--- src/delimited_frame_unstuffer_assert.svh ---
// Assertion macros used by the deframer top file.
`ifndef DELIMITED_FRAME_UNSTUFFER_ASSERT_SVH
`define DELIMITED_FRAME_UNSTUFFER_ASSERT_SVH

// Same-cycle implication, checked on every rising edge outside reset.
`define DFU_ASSERT_NOW(label, clk, rst_n, ante, cons, msg) \
	label: assert property (@(posedge clk) disable iff (!rst_n) (ante) |-> (cons)) \
		else $error(msg);

// Next-cycle implication, checked on every rising edge outside reset.
`define DFU_ASSERT_NEXT(label, clk, rst_n, ante, cons, msg) \
	label: assert property (@(posedge clk) disable iff (!rst_n) (ante) |=> (cons)) \
		else $error(msg);

`endif

--- src/dfu_pkg.sv ---
package dfu_pkg;

	localparam int CNT_W = 8;
	localparam int BYTE_W = 8;
	localparam int IDX_W = 7;
	localparam int SIZE_W = 16;
	localparam int MAX_STUFFED_BYTES_DEF = 128;

	localparam logic [BYTE_W-1:0] DELIM = 8'h12;
	localparam logic [BYTE_W-1:0] ESC = 8'hDB;
	localparam logic [BYTE_W-1:0] ESC_DELIM = 8'hDE;
	localparam logic [BYTE_W-1:0] ESC_ESC = 8'hDD;
	localparam logic [CNT_W-1:0] MIN_STUFFED = 8'd8;
	localparam logic [SIZE_W-1:0] MIN_SIZE = 16'd8;
	localparam logic [SIZE_W:0] SIZE_OVERHEAD = 17'd3;

	typedef enum logic [2:0] {
		KIND_DATA = 3'd0,
		KIND_GOOD = 3'd1,
		KIND_BAD_SIZE = 3'd2,
		KIND_SHORT = 3'd3,
		KIND_OVERFLOW = 3'd4
	} kind_t;

	typedef struct packed {
		kind_t kind;
		logic [BYTE_W-1:0] data_byte;
		logic [IDX_W-1:0] byte_index;
		logic [CNT_W-1:0] frame_length;
	} result_t;

	typedef struct packed {
		logic hunting;
		logic escape_pending;
		logic [CNT_W-1:0] stuffed_count;
		logic [CNT_W-1:0] unstuffed_count;
	} status_t;

endpackage

--- src/dfu_core.sv ---
module dfu_core #(
	parameter int MAX_STUFFED_BYTES = dfu_pkg::MAX_STUFFED_BYTES_DEF
) (
	input  logic clk,
	input  logic arst_n,
	input  logic [dfu_pkg::BYTE_W-1:0] byte_s1,
	input  logic advance,
	output logic res_valid,
	output dfu_pkg::result_t res,
	output dfu_pkg::status_t status
);
	import dfu_pkg::*;

	localparam logic [CNT_W-1:0] MAX_CNT = CNT_W'(MAX_STUFFED_BYTES);

	logic hunting_q, escape_q;
	logic [CNT_W-1:0] stuffed_q, unstuffed_q;
	logic [SIZE_W-1:0] size_q;

	logic hunting_d, escape_d;
	logic [CNT_W-1:0] stuffed_d, unstuffed_d;
	logic [SIZE_W-1:0] size_d;
	logic size_ok;
	logic [BYTE_W-1:0] val;
	logic val_ok;

	assign size_ok = (size_q >= MIN_SIZE) &&
		({{(SIZE_W + 1 - CNT_W){1'b0}}, unstuffed_q} == ({1'b0, size_q} + SIZE_OVERHEAD));

	always_comb begin
		hunting_d = hunting_q;
		escape_d = escape_q;
		stuffed_d = stuffed_q;
		unstuffed_d = unstuffed_q;
		size_d = size_q;
		res_valid = 1'b0;
		res = '{kind: KIND_DATA, data_byte: '0, byte_index: '0, frame_length: '0};
		val = byte_s1;
		val_ok = 1'b0;
		if (hunting_q) begin
			if (byte_s1 == DELIM) begin
				hunting_d = 1'b0;
				escape_d = 1'b0;
				stuffed_d = '0;
				unstuffed_d = '0;
				size_d = '0;
			end
		end else if (stuffed_q >= MAX_CNT) begin
			// The byte that finds the buffer full is lost, delimiter or not.
			hunting_d = 1'b1;
			escape_d = 1'b0;
			stuffed_d = '0;
			unstuffed_d = '0;
			size_d = '0;
			res_valid = 1'b1;
			res.kind = KIND_OVERFLOW;
			res.frame_length = unstuffed_q;
		end else if (byte_s1 == DELIM) begin
			escape_d = 1'b0;
			stuffed_d = '0;
			unstuffed_d = '0;
			size_d = '0;
			res.frame_length = unstuffed_q;
			if (stuffed_q > MIN_STUFFED) begin
				res_valid = 1'b1;
				res.kind = size_ok ? KIND_GOOD : KIND_BAD_SIZE;
			end else if (stuffed_q != '0) begin
				res_valid = 1'b1;
				res.kind = KIND_SHORT;
			end
		end else begin
			stuffed_d = stuffed_q + 1'b1;
			if (escape_q) begin
				escape_d = 1'b0;
				if (byte_s1 == ESC_DELIM) begin
					val = DELIM;
					val_ok = 1'b1;
				end else if (byte_s1 == ESC_ESC) begin
					val = ESC;
					val_ok = 1'b1;
				end
			end else if (byte_s1 == ESC) begin
				escape_d = 1'b1;
			end else begin
				val_ok = 1'b1;
			end
			if (val_ok) begin
				if (unstuffed_q == 8'd0) begin
					size_d = {size_q[SIZE_W-1:BYTE_W], val};
				end else if (unstuffed_q == 8'd1) begin
					size_d = {val, size_q[BYTE_W-1:0]};
				end
				unstuffed_d = unstuffed_q + 1'b1;
				res_valid = 1'b1;
				res.kind = KIND_DATA;
				res.data_byte = val;
				res.byte_index = unstuffed_q[IDX_W-1:0];
			end
		end
	end

	always_ff @(posedge clk or negedge arst_n) begin
		if (!arst_n) begin
			hunting_q <= 1'b1;
			escape_q <= 1'b0;
			stuffed_q <= '0;
			unstuffed_q <= '0;
			size_q <= '0;
		end else if (advance) begin
			hunting_q <= hunting_d;
			escape_q <= escape_d;
			stuffed_q <= stuffed_d;
			unstuffed_q <= unstuffed_d;
			size_q <= size_d;
		end
	end

	assign status = '{hunting: hunting_q, escape_pending: escape_q,
		stuffed_count: stuffed_q, unstuffed_count: unstuffed_q};

endmodule

--- src/dfu_out_reg.sv ---
module dfu_out_reg (
	input  logic clk,
	input  logic arst_n,
	input  logic load,
	input  dfu_pkg::result_t res,
	output logic free,
	input  logic m_tready,
	output logic m_tvalid,
	output dfu_pkg::result_t res_q
);
	import dfu_pkg::*;

	logic valid_q;

	assign free = !valid_q || m_tready;
	assign m_tvalid = valid_q;

	always_ff @(posedge clk or negedge arst_n) begin
		if (!arst_n) begin
			valid_q <= 1'b0;
		end else if (load) begin
			valid_q <= 1'b1;
		end else if (m_tready) begin
			valid_q <= 1'b0;
		end
	end

	always_ff @(posedge clk) begin
		if (load) begin
			res_q <= res;
		end
	end

endmodule

--- src/delimited_frame_unstuffer.sv ---
// Delimited frame unstuffer: takes one received word per cycle on the s_ side while the
// sink takes results, hunts for the 0x12 delimiter, removes the 0xDB byte stuffing and sends
// every unstuffed byte out on the m_ side with its index in the frame, followed at a closing
// delimiter after a non-empty frame by one frame report (good, bad size or short) carrying
// the unstuffed length; a frame that reaches MAX_STUFFED_BYTES stuffed bytes is reported as
// overflow and the block hunts again. Each word passes through the input register and then
// the compare and counter logic into the result register, from which any result it yields
// is presented on the m_ side; a stalled sink stops the input after the input register has
// filled.
`include "delimited_frame_unstuffer_assert.svh"

module delimited_frame_unstuffer #(
	parameter int MAX_STUFFED_BYTES = dfu_pkg::MAX_STUFFED_BYTES_DEF
) (
	input  logic clk,
	input  logic arst_n,
	// Received bytes.
	input  logic s_tvalid,
	output logic s_tready,
	input  logic [7:0] s_tdata,   // [7:0] rx_byte
	// Unstuffed bytes and frame reports.
	output logic m_tvalid,
	input  logic m_tready,
	output logic [23:0] m_tdata,  // [7:0] data_byte, [14:8] byte_index, [22:15] frame_length
	output logic [2:0] m_tuser    // [2:0] kind
);
	import dfu_pkg::*;

	// Input register: holds one received word until the core steps on it.
	logic valid_s1;
	logic [BYTE_W-1:0] byte_s1;

	logic advance;
	logic free;
	logic res_valid;
	result_t res;
	result_t res_q;
	status_t status;

	// The core steps whenever a word waits and the result register can take its result.
	assign advance = valid_s1 && free;
	assign s_tready = !valid_s1 || free;

	always_ff @(posedge clk or negedge arst_n) begin
		if (!arst_n) begin
			valid_s1 <= 1'b0;
		end else if (s_tvalid && s_tready) begin
			valid_s1 <= 1'b1;
		end else if (advance) begin
			valid_s1 <= 1'b0;
		end
	end

	always_ff @(posedge clk) begin
		if (s_tvalid && s_tready) begin
			byte_s1 <= s_tdata;
		end
	end

	dfu_core #(
		.MAX_STUFFED_BYTES(MAX_STUFFED_BYTES)
	) u_core (
		.clk(clk),
		.arst_n(arst_n),
		.byte_s1(byte_s1),
		.advance(advance),
		.res_valid(res_valid),
		.res(res),
		.status(status)
	);

	dfu_out_reg u_out (
		.clk(clk),
		.arst_n(arst_n),
		.load(advance && res_valid),
		.res(res),
		.free(free),
		.m_tready(m_tready),
		.m_tvalid(m_tvalid),
		.res_q(res_q)
	);

	assign m_tdata = {1'b0, res_q.frame_length, res_q.byte_index, res_q.data_byte};
	assign m_tuser = res_q.kind;

	// A frame report never carries a data byte or index; a data word never a length.
	`DFU_ASSERT_NOW(a_report_fields, clk, arst_n, m_tvalid && (m_tuser != KIND_DATA),
		m_tdata[14:0] == 15'd0, "frame report carries data byte or index")
	`DFU_ASSERT_NOW(a_data_fields, clk, arst_n, m_tvalid && (m_tuser == KIND_DATA),
		m_tdata[22:15] == 8'd0, "data word carries a frame length")
	// Unstuffing never grows a frame, and the stuffed count never passes the buffer size.
	`DFU_ASSERT_NOW(a_counts, clk, arst_n, 1'b1,
		(status.unstuffed_count <= status.stuffed_count) &&
		(status.stuffed_count <= CNT_W'(MAX_STUFFED_BYTES)), "frame counters out of range")
	// While hunting nothing of a frame is held.
	`DFU_ASSERT_NOW(a_hunt_clear, clk, arst_n, status.hunting,
		(status.stuffed_count == '0) && !status.escape_pending, "frame state kept while hunting")
	// An overflow report always sends the core back to hunting.
	`DFU_ASSERT_NEXT(a_overflow_hunts, clk, arst_n, advance && res_valid &&
		(res.kind == KIND_OVERFLOW), status.hunting, "overflow did not restart the hunt")

endmodule
--- config.mk ---
export PLATFORM = sky130hd
export DESIGN_NAME = delimited_frame_unstuffer
export DESIGN_NICKNAME = d
export VERILOG_FILES = /design/src/dfu_pkg.sv /design/src/dfu_core.sv /design/src/dfu_out_reg.sv /design/src/delimited_frame_unstuffer.sv
export VERILOG_INCLUDE_DIRS = /design/src /design/src/src
export SDC_FILE = /design/constraint.sdc
export NUM_CORES = 1
export LEC_CHECK = 0
export BUFFER_PORTS_ARGS = -buffer_cell sky130_fd_sc_hd__buf_4
export CORE_UTILIZATION = 65
export CTS_BUF_LIST = sky130_fd_sc_hd__clkbuf_4 sky130_fd_sc_hd__clkbuf_8
export CTS_CLUSTER_SIZE = 16
export DETAILED_ROUTE_END_ITERATION = 10
export GPL_ROUTABILITY_DRIVEN = 0
export PLACE_DENSITY = 0.94
export SLEW_MARGIN = 20
export SYNTH_ARGS = -nofsm -noshare
export SYNTH_HDL_FRONTEND = slang
export SYNTH_SLANG_ARGS = --single-unit
--- constraint.sdc ---
create_clock -name clk -period 4 [get_ports clk]
set_input_delay 0.6 -clock clk [delete_from_list [all_inputs] [get_ports clk]]
set_output_delay 0.6 -clock clk [all_outputs]
set_load 0.05 [all_outputs]
=== Yosys cells after proc, flatten, opt, wreduce, memory -nomap -nowiden ===
Index checks and enable logic that the tools add are counted.

* Register bits after elaboration: 70
* Bits of input ports: 12

* Magnitude comparators: 3
* Reduce and logical (&&, ||, !) cells: 21
* Muxes and demuxes: 51
* Bitwise logic cells: 1
* Eq/ne operators: 8
* Add/subtract/negate cells: 3

{| class="wikitable"
|+ Operator list
! operator !! count
|-
| 2-to-1 mux 16 bit || 7
|-
| 2-to-1 mux 8 bit || 13
|-
| 2-to-1 mux 1 bit || 26
|-
| == test 8 bit (second input constant) || 3
|-
| adder 16 x 2 -> 17 bit (second input constant) || 1
|-
| == test 8 x 17 -> 1 bit || 1
|-
| adder 8 x 1 -> 8 bit (second input constant) || 2
|-
| greater-or-equal comparator 16 x 4 -> 1 bit (second input constant) || 1
|-
| 2-to-1 mux 3 bit || 3
|-
| nonzero test 3 bit || 3
|-
| == test 8 x 1 -> 1 bit (second input constant) || 1
|-
| == test 8 x 5 -> 1 bit (second input constant) || 1
|-
| greater-or-equal comparator 8 bit (second input constant) || 1
|-
| greater-than comparator 8 x 4 -> 1 bit (second input constant) || 1
|-
| logical NOT 8 bit || 1
|-
| nonzero test 8 bit || 1
|-
| AND reduction 5 bit || 1
|-
| logical AND 1 bit || 4
|-
| 2-to-1 mux 2 bit || 2
|-
| AND reduction 4 bit || 1
|-
| nonzero test 2 bit || 2
|-
| OR reduction 4 bit || 1
|-
| inequality test 3 x 1 -> 1 bit (second input constant) || 1
|-
| AND reduction 3 bit || 1
|-
| 6 further kinds || 8
|}

=== Longest topological paths before layout ===
* Depth after elaboration: 13
* Gate-level depth with buffers: 9
* Gate-level depth less buffers: 8

=== Modules after synthesis ===
Synthesis repeated with hierarchy kept, for this count alone.

* Cells, all modules: 349
* Area total of the unflattened synthesis: 3731.1 um^2

{| class="wikitable"
|+ Modules (own cells, without submodules)
! module !! area each (um^2) !! sequential area each (um^2) !! cells an instance !! times used
|-
| dfu_core || 2585.0 || 852.1 || 304 || 1
|-
| dfu_out_reg || 828.3 || 805.8 || 29 || 1
|-
| delimited_frame_unstuffer || 317.8 || 265.3 || 16 || 1
|}

=== Worst setup path after synthesis ===
OpenSTA, ideal clock, no wires.

* Path type: reg-to-reg
* Start: register u_core.size_q[0]
* End: register u_out.res_q[24] (netlist name)
* Slack: 1.613 ns
* Arrival time: 2.130 ns
* Stages on the path, launching flop included: 10
* Setup time: 0.258 ns
* Data required time: 3.742 ns
* Path through: dfrtp_1 inv_1 ha_1 and4b_1 clkbuf_1 nand4_1 mux2i_1 a2111oi_0 nand4_1 and4b_2

* Longest elaborated chain between the ends: 6
* Elaborated cells on any way between the ends: 7

{| class="wikitable"
|+ RTL lines
! what !! RTL line !! text
|-
| from (decl) || dfu_core.sv:18 || <nowiki>logic [SIZE_W-1:0] size_q;</nowiki>
|-
| from (signal assigned) || dfu_core.sv:114 || <nowiki>size_q <= size_d;</nowiki>
|-
| adder 16 x 2 -> 17 bit || dfu_core.sv:28 || <nowiki>({{(SIZE_W + 1 - CNT_W){1'b0}}, unstuffed_q} == ({1'b0, size_q} + SIZE_OVERHEAD));</nowiki>
|-
| == test 8 x 17 -> 1 bit || dfu_core.sv:28 ||
|-
| logical AND 1 bit * || dfu_core.sv:27 || <nowiki>assign size_ok = (size_q >= MIN_SIZE) &&</nowiki>
|-
| 2-to-1 mux 2 bit * || dfu_core.sv:66 || <nowiki>res.kind = size_ok ? KIND_GOOD : KIND_BAD_SIZE;</nowiki>
|-
| 2-to-1 mux 3 bit * || dfu_core.sv:64 || <nowiki>if (stuffed_q > MIN_STUFFED) begin</nowiki>
|-
| 2-to-1 mux 3 bit * || dfu_core.sv:58 || <nowiki>end else if (byte_s1 == DELIM) begin</nowiki>
|}

Every way passes the cells marked *; elsewhere a longest branch is shown, timed or not.
A chain may end at the register's enable or synchronous reset.

=== Final worst setup path ===
* Start: register u_core.size_q[0]
* End: register u_out.res_q[24] (netlist name)

* Longest elaborated chain between the ends: 6
* Elaborated cells on any way between the ends: 7

{| class="wikitable"
|+ RTL lines
! what !! RTL line
|-
| adder 16 x 2 -> 17 bit || dfu_core.sv:28
|-
| == test 8 x 17 -> 1 bit || dfu_core.sv:28
|-
| logical AND 1 bit * || dfu_core.sv:27
|-
| 2-to-1 mux 2 bit * || dfu_core.sv:66
|-
| 2-to-1 mux 3 bit * || dfu_core.sv:64
|-
| 2-to-1 mux 3 bit * || dfu_core.sv:58
|}

Marks and branches as above.

==> flow_metrics.tcl <==
set metrics [dict create \
    status "finished clean" \
    cap_violations 0 \
    drv_slew 0 \
    final_std_cell_area_no_fill_um2 4224 \
    powerDensity_nw_per_um2 782.2 \
    crit_buf_inv 1 \
    netlist_area_um2 3717 \
    cts_tree "done" \
    critPathCaptureType "flip-flop" \
    die_extent_in_x_um 77.63 \
    antenna_violations_before_repair 0 \
    rsz0062_at_grt "false" \
    detail_route.iter0.violations 471 \
    worstHoldPathType "primary input to async pin" \
    groute.usage.overall 0.3091 \
    worst_path_most_repeated_cell "sky130_fd_sc_hd__nand4_1" \
    detailed_place_hpwl_um 5761 \
    worst_path_dominant_cell_family "simple AND/OR/NAND/NOR gates" \
    syn-instance-count 362 \
    synth.ff_latch_count 70 \
    synth_top_family_by_area "simple AND/OR/NAND/NOR gates" \
    setup-tns-final_ns 0 \
    maxSlewHeadroom 0.3269 \
    pin_count_of_the_biggest_net_entering_global_routing 37 \
    routed_wirelength_um 8707 \
    preCtsSetupSlack_ns 1.178 \
    post_dp_cell_area_um2 3978 \
    timing.hold.ws_ns 0.2011 \
    cp_max_fo 8 \
    tightest_slew_ns 1.009 \
    synthTopCellsByCount "sky130_fd_sc_hd__nand2_1 (40), sky130_fd_sc_hd__dfrtp_1 (35), sky130_fd_sc_hd__edfxtp_1 (34)" \
    period_utilization 0.7360 \
    synthAdderAreaFrac 0.02020 \
    synthFlopType "sky130_fd_sc_hd__dfrtp_1" \
    antennaDiodeCount 0 \
    fin_ws_ns 1.056 \
    dpl.cell_count 454 \
    drt-vias-per-instance 6.653 \
    p_leak_uw 0.001786 \
    route.antenna.remaining_nets 0 \
    setup_fix_buffers_added_after_clock_tree_synthesis 0 \
    synth_simple_gate_area_share 0.2181 \
    detailroute.via_count 3127 \
    drive_gt1_frac 0.1884 \
    finalNetCount 411 \
    synth.net_count 380 \
    synth.top_cell.area_share 0.2747 \
    cp_cell_sequence "inv_1, ha_1, and4b_1, nand4_1, mux2i_1, a2111oi_0, nand4_1, and4b_2" \
    syn-mean-instance-area_um2 10.27 \
    insertion_delay_ns 0.35 \
    critical_path_required_ns 4.11 \
    worst_path_max_delay_cell "sky130_fd_sc_hd__a2111oi_0" \
    synth-async-reset-ratio 0.5143 \
    cts_hold_repair_buffers 0 \
    ctsResizeCount 0 \
    synth.yosys.warnings 0 \
    synth_enable_flop_cells 34 \
    cts.sink_count 70 \
    htree_num_levels 3 \
    cts_inserted_buffers 9 \
    globalRouteOverflowTotal 0 \
    finalSetupViolCount 0 \
    synth.area.top_cells "sky130_fd_sc_hd__edfxtp_1 (27%), sky130_fd_sc_hd__dfrtp_1 (24%), sky130_fd_sc_hd__nand2_1 (4.0%), sky130_fd_sc_hd__o21ai_0 (3.5%), sky130_fd_sc_hd__nand3_1 (2.4%)" \
    drt-wirelength-per-cell_um 18.53 \
    drc 0 \
    rows 27 \
    synth.yosys.seq_area_share 0.5173 \
    max_freq_ghz 0.3397 \
    fp.dieArea_um2 6026 \
    power.ir.vdd_worst_uv 459.0 \
    yosys.area_share.xor_xnor 0.02356 \
    synth_compound_area_frac 0.1518 \
    chipHeight_um 77.63 \
    final_skew_ns 0.007039 \
    worst-setup-path-type "flip-flop to flip-flop" \
    design.portCount 41 \
    yosys.cell_count.top_type "sky130_fd_sc_hd__nand2_1" \
    total_iterations_of_the_first_detailed_routing_run 5 \
    flow.area_growth_from_synthesis_pct 13.63 \
    finalWorstPathRequiredPeriod_ns 2.944 \
    floorplan.initialDensity 0.6751 \
    timing.critical_path.arrival_ns 3.05 \
    fin_cells 470 \
    core_region_area_um2 5507 \
    element_type_at_the_critical_path_start "flip-flop" \
    cts_buffer_depth 2 \
    cts_root_buf "sky130_fd_sc_hd__clkbuf_8" \
    numPortBuffers 39 \
    synth_mux_area_frac 0.01784 \
    clk_transition_reported_paths_ns 0.07 \
    finalHoldViolCount 0 \
    yosysTopAreaCell "sky130_fd_sc_hd__edfxtp_1" \
    first_global_vias 2971 \
    largest_stage_delay_on_the_critical_path_ns 0.50 \
    grt_first_pass_wirelength_um 13920 \
    yosysUniqueCellTypes 62 \
]
==> final cells by class <==
type,count,area [µm²]
multi-input cells,257,1608
clock inverters,6,108.9
clock buffers,10,137.6
fillers,343,1282
inverters,15,56.30
flip-flops and latches,70,1923
repair buffers,40,300.3
well taps,72,90.09
==> metrics by stage <==
stage	util	total power, µW
finish	0.7671	3304
global route	0.7671	3455
detailed placement	0.7223	2557
global placement	0.7223	2489
CTS	0.7671	3272
floorplan	-	2214
==> worst reg2reg max path, stage by stage (launching register included) <==
cell	delay, ns
sky130_fd_sc_hd__dfrtp_1	0.46
sky130_fd_sc_hd__inv_1	0.07
sky130_fd_sc_hd__ha_1	0.27
sky130_fd_sc_hd__and4b_1	0.47
sky130_fd_sc_hd__nand4_1	0.17
sky130_fd_sc_hd__mux2i_1	0.16
sky130_fd_sc_hd__a2111oi_0	0.50
sky130_fd_sc_hd__nand4_1	0.29
sky130_fd_sc_hd__and4b_2	0.31
==> sequential cells by signal (all words and copies together) (netlist names) <==
register and cells:
valid_s1 1, u_out.m_tvalid 1, u_core.size_q 16, u_core.escape_q 1, u_core.hunting_q 1, byte_s1 8
u_core.stuffed_q 8, u_core.unstuffed_q 8, u_out.res_q 26
==> logic make-up after synthesis <==
family | Yosys count
fa+ha+maj | 6
simple gates | 151
compound gates | 83
buf+inv | 35
mux | 6
other cells | 1
xor+xnor | 10
flops | 70
==> where the power goes <==
group	internal (µW)	total, µW	switching, µW	leakage (µW)
registers	1020	1300	281	0.000778
clock network	430	700	270	0.000126
logic	436	1300	867	0.000882
==> cell usage in the layout, fill, tap and decap left out, drive strengths merged, types with 3 or more instances in the layout <==
master / count
a21o: 3
a21oi: 17
a22o: 3
a2bb2oi: 5
a31oi: 5
and2: 10
and3: 11
and4b: 3
buf: 40
bufinv: 3
clkbuf: 10
clkinv: 3
dfrtp: 35
edfxtp: 34
ha: 6
inv: 15
mux2: 5
nand2: 40
nand2b: 5
nand3: 19
nand4: 7
nor2: 25
nor2b: 3
nor3: 9
nor4: 8
o21ai: 26
o31ai: 4
o41ai: 4
or4: 4
xor2: 8
==> routing by layer <==
layer | up-vias | GRT usage | share of wire
li1 | 1393 | - | -
met1 | 1487 | 0.3602 | 0.36
met2 | 208 | 0.5265 | 0.52
met3 | 39 | 0.06235 | 0.086
met4 | 0 | 0.1849 | 0.035
met5 | - | 0 | 0
==> final timing paths <==
check	startpoint	end	slack [ns]	cells after the start
worst max-delay path	u_core.size_q[0]	u_out.res_q[24]	1.06	8
worst min-delay path	arst_n	u_core.size_q[7]	0.20	1
worst max register to register	u_core.size_q[0]	u_out.res_q[24]	1.06	8
worst min register to register	u_core.stuffed_q[6]	u_core.stuffed_q[6]	0.52	1
max in group asynchronous	arst_n	u_core.hunting_q	3.43	1
min in group clk	s_tdata[2]	byte_s1[2]	0.42	1
No activity file was read; power rests on OpenSTA's default activity.
